`src/design/min_max_feature_scaler_core_macros.svh`:
```
`ifndef MIN_MAX_FEATURE_SCALER_CORE_MACROS_SVH
`define MIN_MAX_FEATURE_SCALER_CORE_MACROS_SVH

// same-cycle implication, off during reset
`define MMFS_ASSERT_IMPLY(label, clk, rst, ante, cons, msg) \
  label: assert property (@(posedge clk) disable iff (rst) (ante) |-> (cons)) \
    else $error(msg);

// next-cycle implication, off during reset
`define MMFS_ASSERT_NEXT(label, clk, rst, ante, cons, msg) \
  label: assert property (@(posedge clk) disable iff (rst) (ante) |=> (cons)) \
    else $error(msg);

`endif

```
`src/design/mmfs_queue.sv`:
```
`include "min_max_feature_scaler_core_macros.svh"

module mmfs_queue #(
  parameter int WIDTH = 8,
  parameter int DEPTH = 2,
  localparam int PTR_W = (DEPTH > 1) ? $clog2(DEPTH) : 1,
  localparam int CNT_W = $clog2(DEPTH + 1)
) (
  input  logic             clk,
  input  logic             rst,
  input  logic             push,
  input  logic [WIDTH-1:0] push_data,
  output logic             full,
  input  logic             pop,
  output logic [WIDTH-1:0] pop_data,
  output logic             empty
);

  logic [WIDTH-1:0] mem [DEPTH];
  logic [PTR_W-1:0] wr_ptr, rd_ptr;
  logic [CNT_W-1:0] count;

  assign full     = (count == CNT_W'(DEPTH));
  assign empty    = (count == '0);
  assign pop_data = mem[rd_ptr];

  always_ff @(posedge clk) begin
    if (rst) begin
      wr_ptr <= '0;
      rd_ptr <= '0;
      count  <= '0;
    end else begin
      if (push) begin
        wr_ptr <= (wr_ptr == PTR_W'(DEPTH - 1)) ? '0 : wr_ptr + 1'b1;
      end
      if (pop) begin
        rd_ptr <= (rd_ptr == PTR_W'(DEPTH - 1)) ? '0 : rd_ptr + 1'b1;
      end
      if (push && !pop) begin
        count <= count + 1'b1;
      end else if (pop && !push) begin
        count <= count - 1'b1;
      end
    end
  end

  always_ff @(posedge clk) begin
    if (push) begin
      mem[wr_ptr] <= push_data;
    end
  end

  `MMFS_ASSERT_IMPLY(a_no_overflow, clk, rst, push, !full || pop, "queue push while full")
  `MMFS_ASSERT_IMPLY(a_no_underflow, clk, rst, pop, !empty, "queue pop while empty")

endmodule

```
`config.mk`:
```
export PLATFORM = sky130hd
export DESIGN_NAME = mmfs_queue
export DESIGN_NICKNAME = d
export VERILOG_FILES = /design/src/design/mmfs_queue.sv
export VERILOG_INCLUDE_DIRS = /design/src /design/src/design
export SDC_FILE = /design/constraint.sdc
export NUM_CORES = 1
export LEC_CHECK = 0
export BUFFER_PORTS_ARGS = -buffer_cell sky130_fd_sc_hd__buf_4
export CORE_AREA = 2 2 44 46
export DETAILED_ROUTE_END_ITERATION = 12
export DIE_AREA = 0 0 46 48
export GPL_TIMING_DRIVEN = 0
export PLACE_DENSITY_LB_ADDON = 0.2
export SLEW_MARGIN = 20
export SYNTH_ARGS = -nofsm -noshare
export SYNTH_HDL_FRONTEND = slang
export SYNTH_SLANG_ARGS = --single-unit
```
`constraint.sdc`:
```
create_clock -name clk -period 1.4 [get_ports clk]
set_input_delay 0.28 -clock clk [delete_from_list [all_inputs] [get_ports clk]]
set_output_delay 0.28 -clock clk [all_outputs]
set_load 0.02 [all_outputs]
```
---- Word level (Yosys, flattened, before mapping) ----
Memory sizes are Yosys's and may differ from the RTL's. A register that Yosys moved wholly into a read port is not among the register bits.
Index checks and enable logic that the tools add are counted.
operators by class
  $add $sub $neg .......................... 4
  equal/unequal tests ..................... 1
  muxes and demuxes ....................... 8
  reductions and logical operators ........ 6
operator list
  kind                   number
  $mux W1                6
  $mux W2                2
  $add A1 B1 Y1 const B  2
  $add A2 B1 Y2 const B  1
  $eq A2 B2 Y1 const B   1
  $logic_and A1 B1 Y1    2
  $logic_not A1 Y1       2
  $logic_not A2 Y1       1
  $reduce_bool A2 Y1     1
  $sub A2 B1 Y2 const B  1
word-level totals
  bits in registers ....................... 4
  bits in writable memories ............... 16
  input port bits ......................... 12
  output and inout bits ................... 10
  word-level logic and storage cells ...... 23
  memories ................................ 1
memories
  name  depth  width  read ports  clocked after memory_dff  wr ports  line              RTL
  mem   2      8      1           1                         1         mmfs_queue.sv:19  logic [WIDTH-1:0] mem [DEPTH];

---- Depth between registers and ports, before layout ----
  depth in word-level cells ............... 4
  gate-level depth with buffers ........... 5
  mapped depth without buffers ............ 5

---- Least setup slack after synthesis ----
Ideal clock, no wire load.
  path kind ............................... reg-to-output
  start ................................... register (tool-made name)
  end ..................................... output port pop_data[0]
  arrival time ............................ 0.853 ns
  required time ........................... 1.120 ns
  path slack .............................. 0.267 ns
  cell stages (with the launch flop) ...... 3
  path buffers ............................ 1
  cells stage by stage .................... dfxtp_1 > buf_2 > mux2_2
RTL lines
  item              line              RTL
  end: declaration  mmfs_queue.sv:15  output logic [WIDTH-1:0] pop_data,

==> summary.md <==
| Metric | Value |
|---|---|
| Outcome | `finished with violations` |
| Failing checks | `negative setup slack` |
| Flops & latches, synth | `21` |
| Gate Count Post-Synth | `47` |
| Final WS setup | `-0.106 ns` |
| Most common cell after layout, fill and taps aside | `edfxtp_1` |
| Worst R2R Start | `wr_ptr` |
| VDD IR max | `0.000751 V` |
| Largest net degree at the start of global routing | `13` |
| Register share of total power | `0.572` |
| Worst Tran Pin Value | `0.726 ns` |
| Die height | `between 40 and 50 um` |
| Post-synthesis sequential area ratio | `0.741` |
| Sw frac | `0.244` |
| Root Buffer | `clkbuf_4` |
| CP Class | `register to primary output` |
| Max-slew violations | `0` |
| Fraction of layout cells with a size suffix above 1 | `0.514` |
| Synth Cell Area | `between 700 and 800 um2` |
| Power Density | `1220 nW/um2` |
| Clk_lat worst skew | `~0.29 ns` |
| Post-CTS Setup Bufs | `0` |
| CP max-delay cell | `dfxtp_2` |
| GRT Total Usage | `0.115` |
| R2R setup slack | `~0.12 ns` |
| HP Class | `primary input to register` |
| Die Area | `roughly 2200 um2` |
| CP max stage delay | `about 0.35 ns` |
| Min-delay src | `push_data[6]` |
| Detailed Routing Iterations Pass 1 | `2` |
| Top-Level Pins | `22` |
| Max-Cap Viols | `0` |
| # nets final | `86` |
| Gate power share | `0.212` |
| H-tree depth | `1` |
| Crit path time final | `~1.5 ns` |
| Total core area | `1690 um2` |
| Placed cell areas | `slightly below 1000 um2` |
| Top delay family on crit path | `flip-flops` |
| Final Hold Fails | `0` |
| First-pass GRT wire length | `roughly 1700 um` |
| Switching pwr | `around 320 uW` |
| Setup Viol. Count Final | `8` |
| Total Power | `around 1.3 mW` |
| Critical-path cell list | `buf_8 -> mux2_4 -> buf_6` |
| Avg Cell Area, Syn | `about 17 um2` |
| Hold endpoint | `mem[0][6]` |
| Clk network pwr share | `0.216` |
| Die W | `46 um` |
| CTS tree | `done` |
| Final Skew | `about 0.0037 ns` |
| Peak Freq | `roughly 0.66 GHz` |
| Synth warnings | `0` |
| Pre-CTS WS | `-0.0293 ns` |
| Starting Density | `0.464` |
| DRC Markers | `0` |
| FP Rows | `15` |
| RSZ-0062 raised after global routing | `yes` |
| GR Overflow Total | `0` |
| DR WL/cell | `about 13 um` |
| Relative slew slack | `0.515` |
| R2R depth | `1` |
| Via-to-Cell Ratio | `~5` |
| Element type at the critical path end | `primary output` |
| Buffers on Ports | `21` |
| Max clock buf depth | `2` |
| Clock slew at reported path FFs | `about 0.11 ns` |
| Resized cells post-CTS | `20` |
| Vias in the first global route | `roughly 400` |
| WL final | `around 1100 um` |
| Synth cell types | `15` |
| Int Power | `980 uW` |
| Antenna-violating nets left | `0` |
| End of the worst register-to-register path | `mem[0][3]` |
| Via count | `444` |
| Syn Nets | `60` |
| Hold_buf cts | `0` |
| CTS buffer count | `3` |
| CP Buf/Inv Count | `2` |
| Crit start category | `register` |
| Hold depth | `1` |
| Ant diodes | `0` |
| Placer Congestion | `0.642` |
| Number of antenna violations at the first check in global routing | `0` |
| DR iter-0 viols | `1` |
| Fin area | `about 1100 um2` |
| DP Wirelength | `between 700 and 800 um` |
| Tcrit/Tclk final | `1.08` |
| Arrival time at the worst endpoint | `approximately 1.2 ns` |
| Leak | `0.441 nW` |
| Sink Count | `21` |
| Worst-path fanout max | `8` |
| Area growth, synth to finish | `35.6%` |
| Most frequent cells in the layout | `edfxtp_1, buf_4, mux2_4, buf_6, nor2_1` |
| Footprint of the multi-input gates | `between 200 and 250 um2` |
| Seq. cell area | `approximately 580 um2` |
| CP Data Required Time | `approximately 1.1 ns` |
| Filler instances | `129` |
==> cell families (layout without fill, tap and decap cells) <==
group	count (synthesis)	in the layout	synth area share
muxes	8	8	0.115
xor gates and xnor gates	4	4	0.0447
DFF	21	21	0.741
and+or+nand+nor	9	9	0.0591
AOI/OAI and AO/OA	2	2	0.0128
adders and majority gates	1	1	0.0160
buffers and inverters	2	27	0.0112
==> power groups by stage <==
| stage | clock network (mW) | logic (mW) | registers, mW |
|---|---|---|---|
| 6_report | 0.280 | 0.275 | 0.741 |
| 5_1_grt | 0.309 | 0.296 | 0.747 |
| 4_1_cts | 0.290 | 0.280 | 0.741 |
| 3_5_place_dp | 0 | 0.235 | 0.751 |
| 3_3_place_gp | 0 | 0.232 | 0.750 |
| 2_1_floorplan | 0 | 0.138 | 0.748 |
==> worst max-delay path by stage <==
stage,startpoint,to,slack [ns],depth (start not counted)
5_1_grt,register,pop_data[1],-0.15,3
4_1_cts,register,pop_data[1],-0.12,3
2_1_floorplan,register,pop_data[0],0.27,2
6_report,register,pop_data[1],-0.11,3
3_3_place_gp,push,mem[0][6],0.03,2
3_5_place_dp,push,mem[0][4],-0.03,2
==> synth_stat cells (all sizes together) <==
cell type	n	area (um2)
buf	1	5.00
inv	1	3.75
o21ai	1	5.00
nor2	5	18.8
edfxtp	16	480
and2	1	6.26
dfxtp	5	100
mux2	8	90.1
ha	1	12.5
xor2	2	17.5
or3	1	6.26
a21oi	1	5.00
nor2b	1	6.26
xnor2	2	17.5
and2b	1	8.76
==> sequential cells by signal, summed over array words and instances, names as in the netlist, named ones only <==
name / flops
count: 2
mem: 16
rd_ptr: 1
wr_ptr: 1
==> cell type report <==
type,instances,area share
buffer,1,0.0141
clock buffer,3,0.0212
clock inverter,1,0.00471
sequential,21,0.549
inverter,1,0.00353
tap,17,0.0200
timing repair buffer,21,0.177
multi-input combinational,24,0.211
==> through the flow <==
stage | utilization | cells | TNS (ns) | hold WS (ns)
final | 0.629 | 89 | -0.807 | 0.160
after global routing | 0.629 | 89 | -1.19 | 0.143
after CTS | 0.628 | 89 | -0.894 | 0.153
after detailed placement | 0.570 | 85 | -0.233 | 0.468
after global placement | 0.570 | 85 | 0 | 0.466
after floorplan | - | 47 | 0 | 0.349
==> metal layers <==
| layer | share of wire | up-vias | global-route usage |
|---|---|---|---|
| met5 | 0 | - | 0 |
| met4 | 0.019 | 0 | 0.0686 |
| met3 | 0.039 | 4 | 0.0226 |
| met2 | 0.54 | 13 | 0.217 |
| met1 | 0.40 | 208 | 0.116 |
| li1 | - | 219 | - |
No activity file was read; power rests on OpenSTA's default activity.
