<file path="src/design/min_max_feature_scaler_core_macros.svh">
`ifndef MIN_MAX_FEATURE_SCALER_CORE_MACROS_SVH
`define MIN_MAX_FEATURE_SCALER_CORE_MACROS_SVH

// same-cycle implication, off during reset
`define MMFS_ASSERT_IMPLY(label, clk, rst, ante, cons, msg) \
  label: assert property (@(posedge clk) disable iff (rst) (ante) |-> (cons)) \
    else $error(msg);

// next-cycle implication, off during reset
`define MMFS_ASSERT_NEXT(label, clk, rst, ante, cons, msg) \
  label: assert property (@(posedge clk) disable iff (rst) (ante) |=> (cons)) \
    else $error(msg);

`endif

</file>
<file path="src/design/mmfs_pkg.sv">
package mmfs_pkg;

  localparam int KIND_W   = 2;
  localparam int FEAT_W   = 6;
  localparam int NF_W     = 7;
  localparam int FRAC_W   = 5;
  localparam int FRAC_MAX = 31;
  localparam int QUEUE_DEPTH = 2;

  localparam logic [NF_W-1:0]   NF_RESET   = 7'd64;
  localparam logic [FRAC_W-1:0] FRAC_RESET = 5'd16;

  // config register select (byte address bit 2)
  localparam logic REG_NUM_FEATURES = 1'b0;
  localparam logic REG_FRAC_BITS    = 1'b1;

  typedef enum logic [1:0] {
    KIND_FIT   = 2'd0,
    KIND_XFORM = 2'd1,
    KIND_INV   = 2'd2,
    KIND_CLEAR = 2'd3
  } kind_t;

  typedef enum logic [1:0] {
    OP_NONE  = 2'd0,
    OP_XFORM = 2'd1,
    OP_INV   = 2'd2
  } op_t;

  typedef enum logic [1:0] {
    STAT_OK    = 2'd0,
    STAT_UNFIT = 2'd1,
    STAT_RANGE = 2'd2
  } status_t;

  typedef struct packed {
    op_t     op;
    status_t status;
  } cmd_ctrl_t;

  localparam int CTRL_W = $bits(cmd_ctrl_t);

  typedef enum logic [1:0] {
    F_SWEEP,
    F_IDLE,
    F_LOOK
  } front_state_t;

  typedef enum logic [2:0] {
    B_IDLE,
    B_SETUP,
    B_PREP,
    B_DIV,
    B_MUL,
    B_SHIFT,
    B_FORM,
    B_CLAMP
  } back_state_t;

endpackage

</file>
<file path="src/design/mmfs_ram.sv">
module mmfs_ram #(
  parameter int WIDTH = 8,
  parameter int DEPTH = 64,
  localparam int AW = (DEPTH > 1) ? $clog2(DEPTH) : 1
) (
  input  logic             clk,
  input  logic             we,
  input  logic [AW-1:0]    waddr,
  input  logic [WIDTH-1:0] wdata,
  input  logic [AW-1:0]    raddr,
  output logic [WIDTH-1:0] rdata
);

  logic [WIDTH-1:0] mem [DEPTH];

  always_ff @(posedge clk) begin
    if (we) begin
      mem[waddr] <= wdata;
    end
    rdata <= mem[raddr];
  end

endmodule

</file>
<file path="src/design/mmfs_front.sv">
module mmfs_front
  import mmfs_pkg::*;
#(
  parameter int MAX_FEATURES = 64,
  parameter int VALUE_BITS   = 32,
  localparam int AW = (MAX_FEATURES > 1) ? $clog2(MAX_FEATURES) : 1,
  localparam int RW = 2 * VALUE_BITS + 1
) (
  input  logic                         clk,
  input  logic                         rst,
  input  logic                         s_tvalid,
  output logic                         s_tready,
  input  kind_t                        kind,
  input  logic [FEAT_W-1:0]            feature,
  input  logic signed [VALUE_BITS-1:0] value,
  input  logic [NF_W-1:0]              num_features,
  input  logic                         q_full,
  output logic                         q_push,
  output cmd_ctrl_t                    q_ctrl,
  output logic [3*VALUE_BITS-1:0]      q_data
);

  front_state_t state, state_next;
  logic [AW-1:0] sweep_cnt, sweep_cnt_next;

  kind_t                        kind_r;
  logic [AW-1:0]                addr_r;
  logic signed [VALUE_BITS-1:0] x_r;

  logic          ram_we;
  logic [AW-1:0] ram_waddr, ram_raddr;
  logic [RW-1:0] ram_wdata, ram_rdata;

  logic                         rd_seen;
  logic signed [VALUE_BITS-1:0] rd_min, rd_max, new_min, new_max;
  logic                         accept, in_range;

  // table word: {seen, max, min}
  mmfs_ram #(.WIDTH(RW), .DEPTH(MAX_FEATURES)) u_table (
    .clk   (clk),
    .we    (ram_we),
    .waddr (ram_waddr),
    .wdata (ram_wdata),
    .raddr (ram_raddr),
    .rdata (ram_rdata)
  );

  assign rd_seen = ram_rdata[RW-1];
  assign rd_max  = ram_rdata[2*VALUE_BITS-1:VALUE_BITS];
  assign rd_min  = ram_rdata[VALUE_BITS-1:0];

  assign s_tready = (state == F_IDLE) && !q_full;
  assign accept   = s_tvalid && s_tready;
  assign in_range = (NF_W'(feature) < num_features) &&
                    (32'(feature) < 32'(MAX_FEATURES));

  always_comb begin
    if (!rd_seen) begin
      new_min = x_r;
      new_max = x_r;
    end else begin
      new_min = (x_r < rd_min) ? x_r : rd_min;
      new_max = (x_r > rd_max) ? x_r : rd_max;
    end
  end

  always_ff @(posedge clk) begin
    if (rst) begin
      state     <= F_SWEEP;
      sweep_cnt <= '0;
    end else begin
      state     <= state_next;
      sweep_cnt <= sweep_cnt_next;
    end
  end

  always_ff @(posedge clk) begin
    if (accept) begin
      kind_r <= kind;
      addr_r <= AW'(feature);
      x_r    <= value;
    end
  end

  always_comb begin
    state_next     = state;
    sweep_cnt_next = sweep_cnt;
    ram_we         = 1'b0;
    ram_waddr      = addr_r;
    ram_wdata      = {1'b1, new_max, new_min};
    ram_raddr      = AW'(feature);
    q_push         = 1'b0;
    q_ctrl         = '{op: OP_NONE, status: STAT_OK};
    q_data         = {x_r, rd_min, rd_max};
    unique case (state)
      F_SWEEP: begin
        ram_we    = 1'b1;
        ram_waddr = sweep_cnt;
        ram_wdata = '0;
        if (sweep_cnt == AW'(MAX_FEATURES - 1)) begin
          sweep_cnt_next = '0;
          state_next     = F_IDLE;
        end else begin
          sweep_cnt_next = sweep_cnt + 1'b1;
        end
      end
      F_IDLE: begin
        if (accept) begin
          if (kind == KIND_CLEAR) begin
            q_push     = 1'b1;
            state_next = F_SWEEP;
          end else if (!in_range) begin
            q_push        = 1'b1;
            q_ctrl.status = STAT_RANGE;
          end else begin
            state_next = F_LOOK;
          end
        end
      end
      F_LOOK: begin
        // table word for addr_r is on rdata this cycle
        q_push     = 1'b1;
        state_next = F_IDLE;
        case (kind_r) inside
          KIND_FIT: ram_we = 1'b1;
          KIND_XFORM, KIND_INV: begin
            if (!rd_seen) begin
              q_ctrl.status = STAT_UNFIT;
            end else begin
              q_ctrl.op = (kind_r == KIND_XFORM) ? OP_XFORM : OP_INV;
            end
          end
          default: ;
        endcase
      end
      default: state_next = F_IDLE;
    endcase
  end

endmodule

</file>
<file path="config.mk">
export PLATFORM = sky130hd
export DESIGN_NAME = mmfs_front
export DESIGN_NICKNAME = d
export VERILOG_FILES = /design/src/design/min_max_feature_scaler_core_macros.svh /design/src/design/mmfs_pkg.sv /design/src/design/mmfs_ram.sv /design/src/design/mmfs_front.sv
export SDC_FILE = /design/constraint.sdc
export NUM_CORES = 2
export LEC_CHECK = 0
export ABC_AREA = 1
export BUFFER_PORTS_ARGS = -buffer_cell sky130_fd_sc_hd__buf_2
export CORE_MARGIN = 2
export CORE_UTILIZATION = 45
export DETAILED_ROUTE_END_ITERATION = 10
export PLACE_DENSITY_LB_ADDON = 0.08
export SYNTH_ARGS = -nofsm -noshare
export SYNTH_HDL_FRONTEND = slang
export SYNTH_MEMORY_MAX_BITS = 65536
export SYNTH_SLANG_ARGS = --single-unit
</file>
<file path="constraint.sdc">
create_clock -name clk -period 25.5 [get_ports clk]
set_clock_uncertainty 0.1 [all_clocks]
set_input_delay 3.825 -clock clk [delete_from_list [all_inputs] [get_ports clk]]
set_output_delay 3.825 -clock clk [all_outputs]
set_load 0.01 [all_outputs]
</file>
; Yosys cells after proc, flatten, opt, wreduce, memory -nomap -nowiden
; Memory sizes are Yosys's and may differ from the RTL's. A register that Yosys moved wholly into a read port is not among the register bits.
; Index checks and enable logic that the tools add are counted.
[classes]
order_cmp = 3
eq_ne = 9
n_addsub = 1
muxes = 30
n_reduce_logical = 7
[op_table]
columns = operator, n
row1 = $mux W32, 4
row2 = $mux W65, 1
row3 = $gt A32 B32 Y1, 1
row4 = $lt A32 B32 Y1, 1
row5 = $mux W2, 10
row6 = $mux W6, 2
row7 = $mux W4, 2
row8 = $pmux W2 S2, 2
row9 = $lt A6 B7 Y1, 1
row10 = $mux W1, 7
row11 = $add A6 B1 Y6 const B, 1
row12 = $eq A2 B2 Y1 const B, 3
row13 = $eq A6 B6 Y1 const B, 1
row14 = $eq A2 B1 Y1 const B, 2
row15 = $logic_not A2 Y1, 2
row16 = $ne A2 B2 Y1 const B, 2
row17 = $pmux W1 S2, 2
row18 = $ne A3 B2 Y1 const B, 1
row19 = $reduce_and A3 Y1, 1
row20 = $logic_and A1 B1 Y1, 2
row21 = $reduce_or A2 Y1, 1
row22 = $logic_not A1 Y1, 1
[word_totals]
elab_cells = 56
n_memories = 1
in_bits = 51
register_bits = 48
ram_bits = 4160
out_inout_bits = 102
[memory_table]
columns = memory, depth, width, read_ports, rd_clocked_by_memory_dff, write_ports, line_no
row1 = u_table.mem, 64, 65, 1, 1, 1, mmfs_ram.sv:14  ; logic [WIDTH-1:0] mem [DEPTH];

; Logic depth before layout (Yosys ltp)
[logic_depth]
ltp_word = 6
depth_mapped = 19
depth_no_buf = 18

; By module
; A second synthesis with hierarchy kept.
[hier_totals]
hier_cells = 14344
area_unflattened_um2 = 172221.4
[modules_own_cells]
columns = module, n_inst, cells_per_inst, seq_area_each_um2, area_each_um2
row1 = mmfs_ram, 1, 13613, 126221.1, 167127.8
row2 = mmfs_front, 1, 731, 1361.3, 5093.6

; Least setup slack after synthesis
; Ideal clock, no wire load.
[synth_path]
path_type = input to output
startpoint = input q_full
endpoint = output q_push
arrival_time_ns = 5.447
n_path_buf = 0
path_stages = 5
required_ns = 21.575
path_slack_ns = 16.128
path_cell_list = nor2_1 nand2_1 inv_1 o21ai_0 a21oi_1
[synth_via]
elab_chain_cells = 5
[synth_rtl]
columns = item, line_no
row1 = "start, declared", mmfs_front.sv:17  ; input logic q_full,
row2 = $logic_not A1 Y1, mmfs_front.sv:52  ; assign s_tready = (state == F_IDLE) && !q_full;
row3 = $logic_and A1 B1 Y1, mmfs_front.sv:52
row4 = $logic_and A1 B1 Y1, mmfs_front.sv:53  ; assign accept = s_tvalid && s_tready;
row5 = named net accept, mmfs_front.sv:36  ; logic accept, in_range;
row6 = $mux W1, mmfs_front.sv:108  ; if (accept) begin
row7 = $pmux W1 S2, mmfs_front.sv:95  ; unique case (state)
row8 = "end, declared", mmfs_front.sv:18  ; output logic q_push,
; The timed path passes the listed nets, and every way through them passes these cells.

==> impl_metrics.toml <==
[yosys]
synthMuxAreaShare_pct = 0
synth-edff-count = 4200
synth.distinct_cells = 35
async_flop_share_pct = 0
yosysWarningCount = 0
syn-cell-area_um2 = 169000
yosysSeqAreaShare_pct = 75.5
synth_fa_ha_area_share_pct = 0.548
syn_area_per_cell_um2 = 12.9
ys_seq_elements = 4273
syn_nets = 13197
synth_xor_area_share_pct = 0.00518
synth_most_common_cell = "edfxtp_1"
synth_compound_area_share_pct = 12.2
synth_top_area_share_pct = 74.6
synth_top_family_by_area = "compound AO/OA/AOI/OAI gates"
synthSimpleGateAreaFrac_pct = 8.80
synth_common_cells = "edfxtp_1 (4200), nor2_1 (2599), o21ai_0 (2028), o22ai_1 (1186), nand2_1 (750)"
synthFlopType = "edfxtp_1"
syn-instance-count = 13072
netlist_top_cells_area = "edfxtp_1 (75%), o21ai_0 (6.0%), nor2_1 (5.8%), o22ai_1 (4.4%), nand2_1 (1.7%)"
synth_largest_area_cell = "edfxtp_1"

[worst_setup_path]
critical_path_peak_fanout = 170
worstPathCellList = "buf_12 > inv_8 > buf_12 > buf_4 > buf_4 > buf_4 > buf_4 > buf_4 > buf_4 > o21ai_0 > o22ai_1 > o21ai_0 > o22ai_1 > nand2_1 > nand2_1 > nand2_1 > o21ai_1"
reg2reg_from = "state[1]"
startpoint = "feature[0]"
arrival_ns = 10.97
cp.required_ns = 26.31
crit_type = "input port to flop"
cp-start-kind = "input port"
r2r_slack_ns = 18.52
critical-path-max-stage-delay_ns = 0.83
cp-end-kind = "flop"
slowest_stage = "buf_4"
critPathMostFrequentCell = "buf_4"

[placed_design]
place.gp.congestion = 0.827
dp_slack_ns = 14.40
io_buffers = 152
place_hpwl_um = 301000

[timing]
finalHoldViolations = 0
fmax_mhz = 98.4
worst_slew_pin_slew_ns = 1.41
setup_ws_ns = 15.34
final.setup.tns_ns = 0
finalSetupViolations = 0
relSlewSlack_pct = 5.84
slew_viol_final = 0
grt_setup_unrepaired = "no"
min_period_ns = 10.16
post-route-period-util_pct = 39.8

[routing]
num_vias = 114705
wl_per_cell_um = 32.5
dr.pass1.iters = 6
routed_via_density = 6.24
detail-route-antenna-nets = 0
drt-total-wl_um = 598000
drc = 0
drtIter0Drc = 15311

[global_route]
grt_overflow = 0
grt_pass1_vias = 107763
grt_pass1_wl_um = 828000
grt_max_degree = 203
antenna_found_initial = 22
grtUsageTotal_pct = 30.6

[clock_network]
insertion_delay_ns = 1.00
cts_resized = 0
clock_tree.root_cell = "clkbuf_16"
postCtsHoldBufs = 0
cts.sinks = 4273
tritoncts = "built"
numCtsBuffers = 445
h-tree-depth = 5
cts.clk_slew.worst_paths_ns = 0.06
post-cts-setup-buffers = 0
clk_path_buf_depth = 4

[min_path]
hold_path_class = "flop to flop"
min-delay-start = "sweep_cnt[1]"

[die]
coreArea_um2 = 375000
initial_core_util_pct = 45.1
die_w_um = 617
fp.dieH_um = 617
ios = 153
die_area_um2 = 380000
rows = 225

[power_and_ir_drop]
internal_power_w = 0.0130
clkPwrFrac_pct = 35.8
p_sw_share_pct = 27.4
power_switching_w = 0.00490
peakVddDrop_mv = 0.0722
seq_power_share_pct = 50.9
power_density_nw_per_um2 = 94.5
comb_power_share_pct = 13.3
p_leak_nw = 61.6

[cells_and_area]
syn2layout_area_growth_pct = 12.2
nets = 13114
fillCellCount = 32086
drive_above_1_share_pct = 9.28

[job]
drv_cap = 0

[status]
status = "finished clean"
worst max-delay path: cells and delay by family:
| kind | cells | cell delay [ns] |
|---|---|---|
| AND/OR/NAND/NOR | 3 | 0.38 |
| buffers and inverters | 9 | 5.51 |
| AO/OA/AOI/OAI | 5 | 0.78 |
path summary, 6_finish.rpt:
check        cells past startpoint                  to
max reg2reg                     11  u_table.mem[0][11]
min                              2        sweep_cnt[1]
max                             17   u_table.rdata[54]
min reg2reg                      2        sweep_cnt[1]
flip-flops by register name, summed over array words and instances, names as in the netlist:
signal	flops
state	2
x_r	32
u_table.mem	4160
addr_r	6
u_table.rdata	65
sweep_cnt	6
kind_r	2
through the flow:
| stage | area (um^2) | instances | power [W] | hold slack (ns) | utilization (%) |
|---|---|---|---|---|---|
| after global routing | 190000 | 18371 | 0.0184 | 0.463 | 50.6 |
| after floorplan | 169000 | 13072 | 0.0104 | 0.360 | - |
| after global placement | 175000 | 17530 | 0.0115 | 0.404 | 46.8 |
| after detailed placement | 175000 | 17530 | 0.0116 | 0.413 | 46.8 |
| after CTS | 189000 | 18362 | 0.0179 | 0.427 | 50.6 |
| final | 190000 | 18377 | 0.0179 | 0.439 | 50.6 |
area by class of cell:
class / instances / area, um^2 / share of cell area, %
Antenna cell: 9 / 22.5 / 0.0119
Clock buffer: 595 / 12000 / 6.34
Clock inverter: 237 / 2210 / 1.17
Inverter: 113 / 472 / 0.249
Multi-Input combinational cell: 7680 / 37400 / 19.7
Sequential cell: 4273 / 128000 / 67.3
Tap cell: 4994 / 6250 / 3.30
Timing Repair Buffer: 476 / 3640 / 1.92
cell usage in the layout (no fill, tap or decap), types with 9 or more instances in the layout:
cell and n:
buf_12 29, nand4_1 42, buf_4 294, nand3_1 332
and2_1 16, nor2_4 119, clkinv_1 89, nor2_1 2479
clkbuf_16 450, nand2_1 749, inv_1 103, bufinv_16 35
clkinv_2 81, diode_2 9, edfxtp_1 4200, ha_1 74
a21oi_1 118, clkbuf_8 21, clkbuf_1 124, inv_6 14
buf_2 146, o21ai_1 467, o22ai_1 1186, dfxtp_1 72
o21ai_0 2028, nor3_1 34
kinds of logic after synthesis:
group	count (synthesis)
DFF	4273
and+or+nand+nor	3790
xor gates and xnor gates	1
adders and majority gates	74
AOI/OAI and AO/OA	3815
buffers and inverters	1119
metal layers:
metal	vias to the layer above	global-route usage, %	routed length (um)
met2	5982	48.7	275000
met3	1114	4.53	53600
met1	59239	42.5	242000
li1	48358	-	-
met4	12	12.3	26700
met5	-	0	88
power by group through the flow:
| stage | Combinational, W | Clock [W] | Sequential (W) |
|---|---|---|---|
| 6_report | 0.00239 | 0.00641 | 0.00912 |
| 4_1_cts | 0.00234 | 0.00647 | 0.00911 |
| 3_3_place_gp | 0.00228 | 0 | 0.00924 |
| 2_1_floorplan | 0.00119 | 0 | 0.00924 |
| 5_1_grt | 0.00253 | 0.00673 | 0.00915 |
| 3_5_place_dp | 0.00233 | 0 | 0.00926 |
Note: power is estimated with default switching activity, not from simulation.
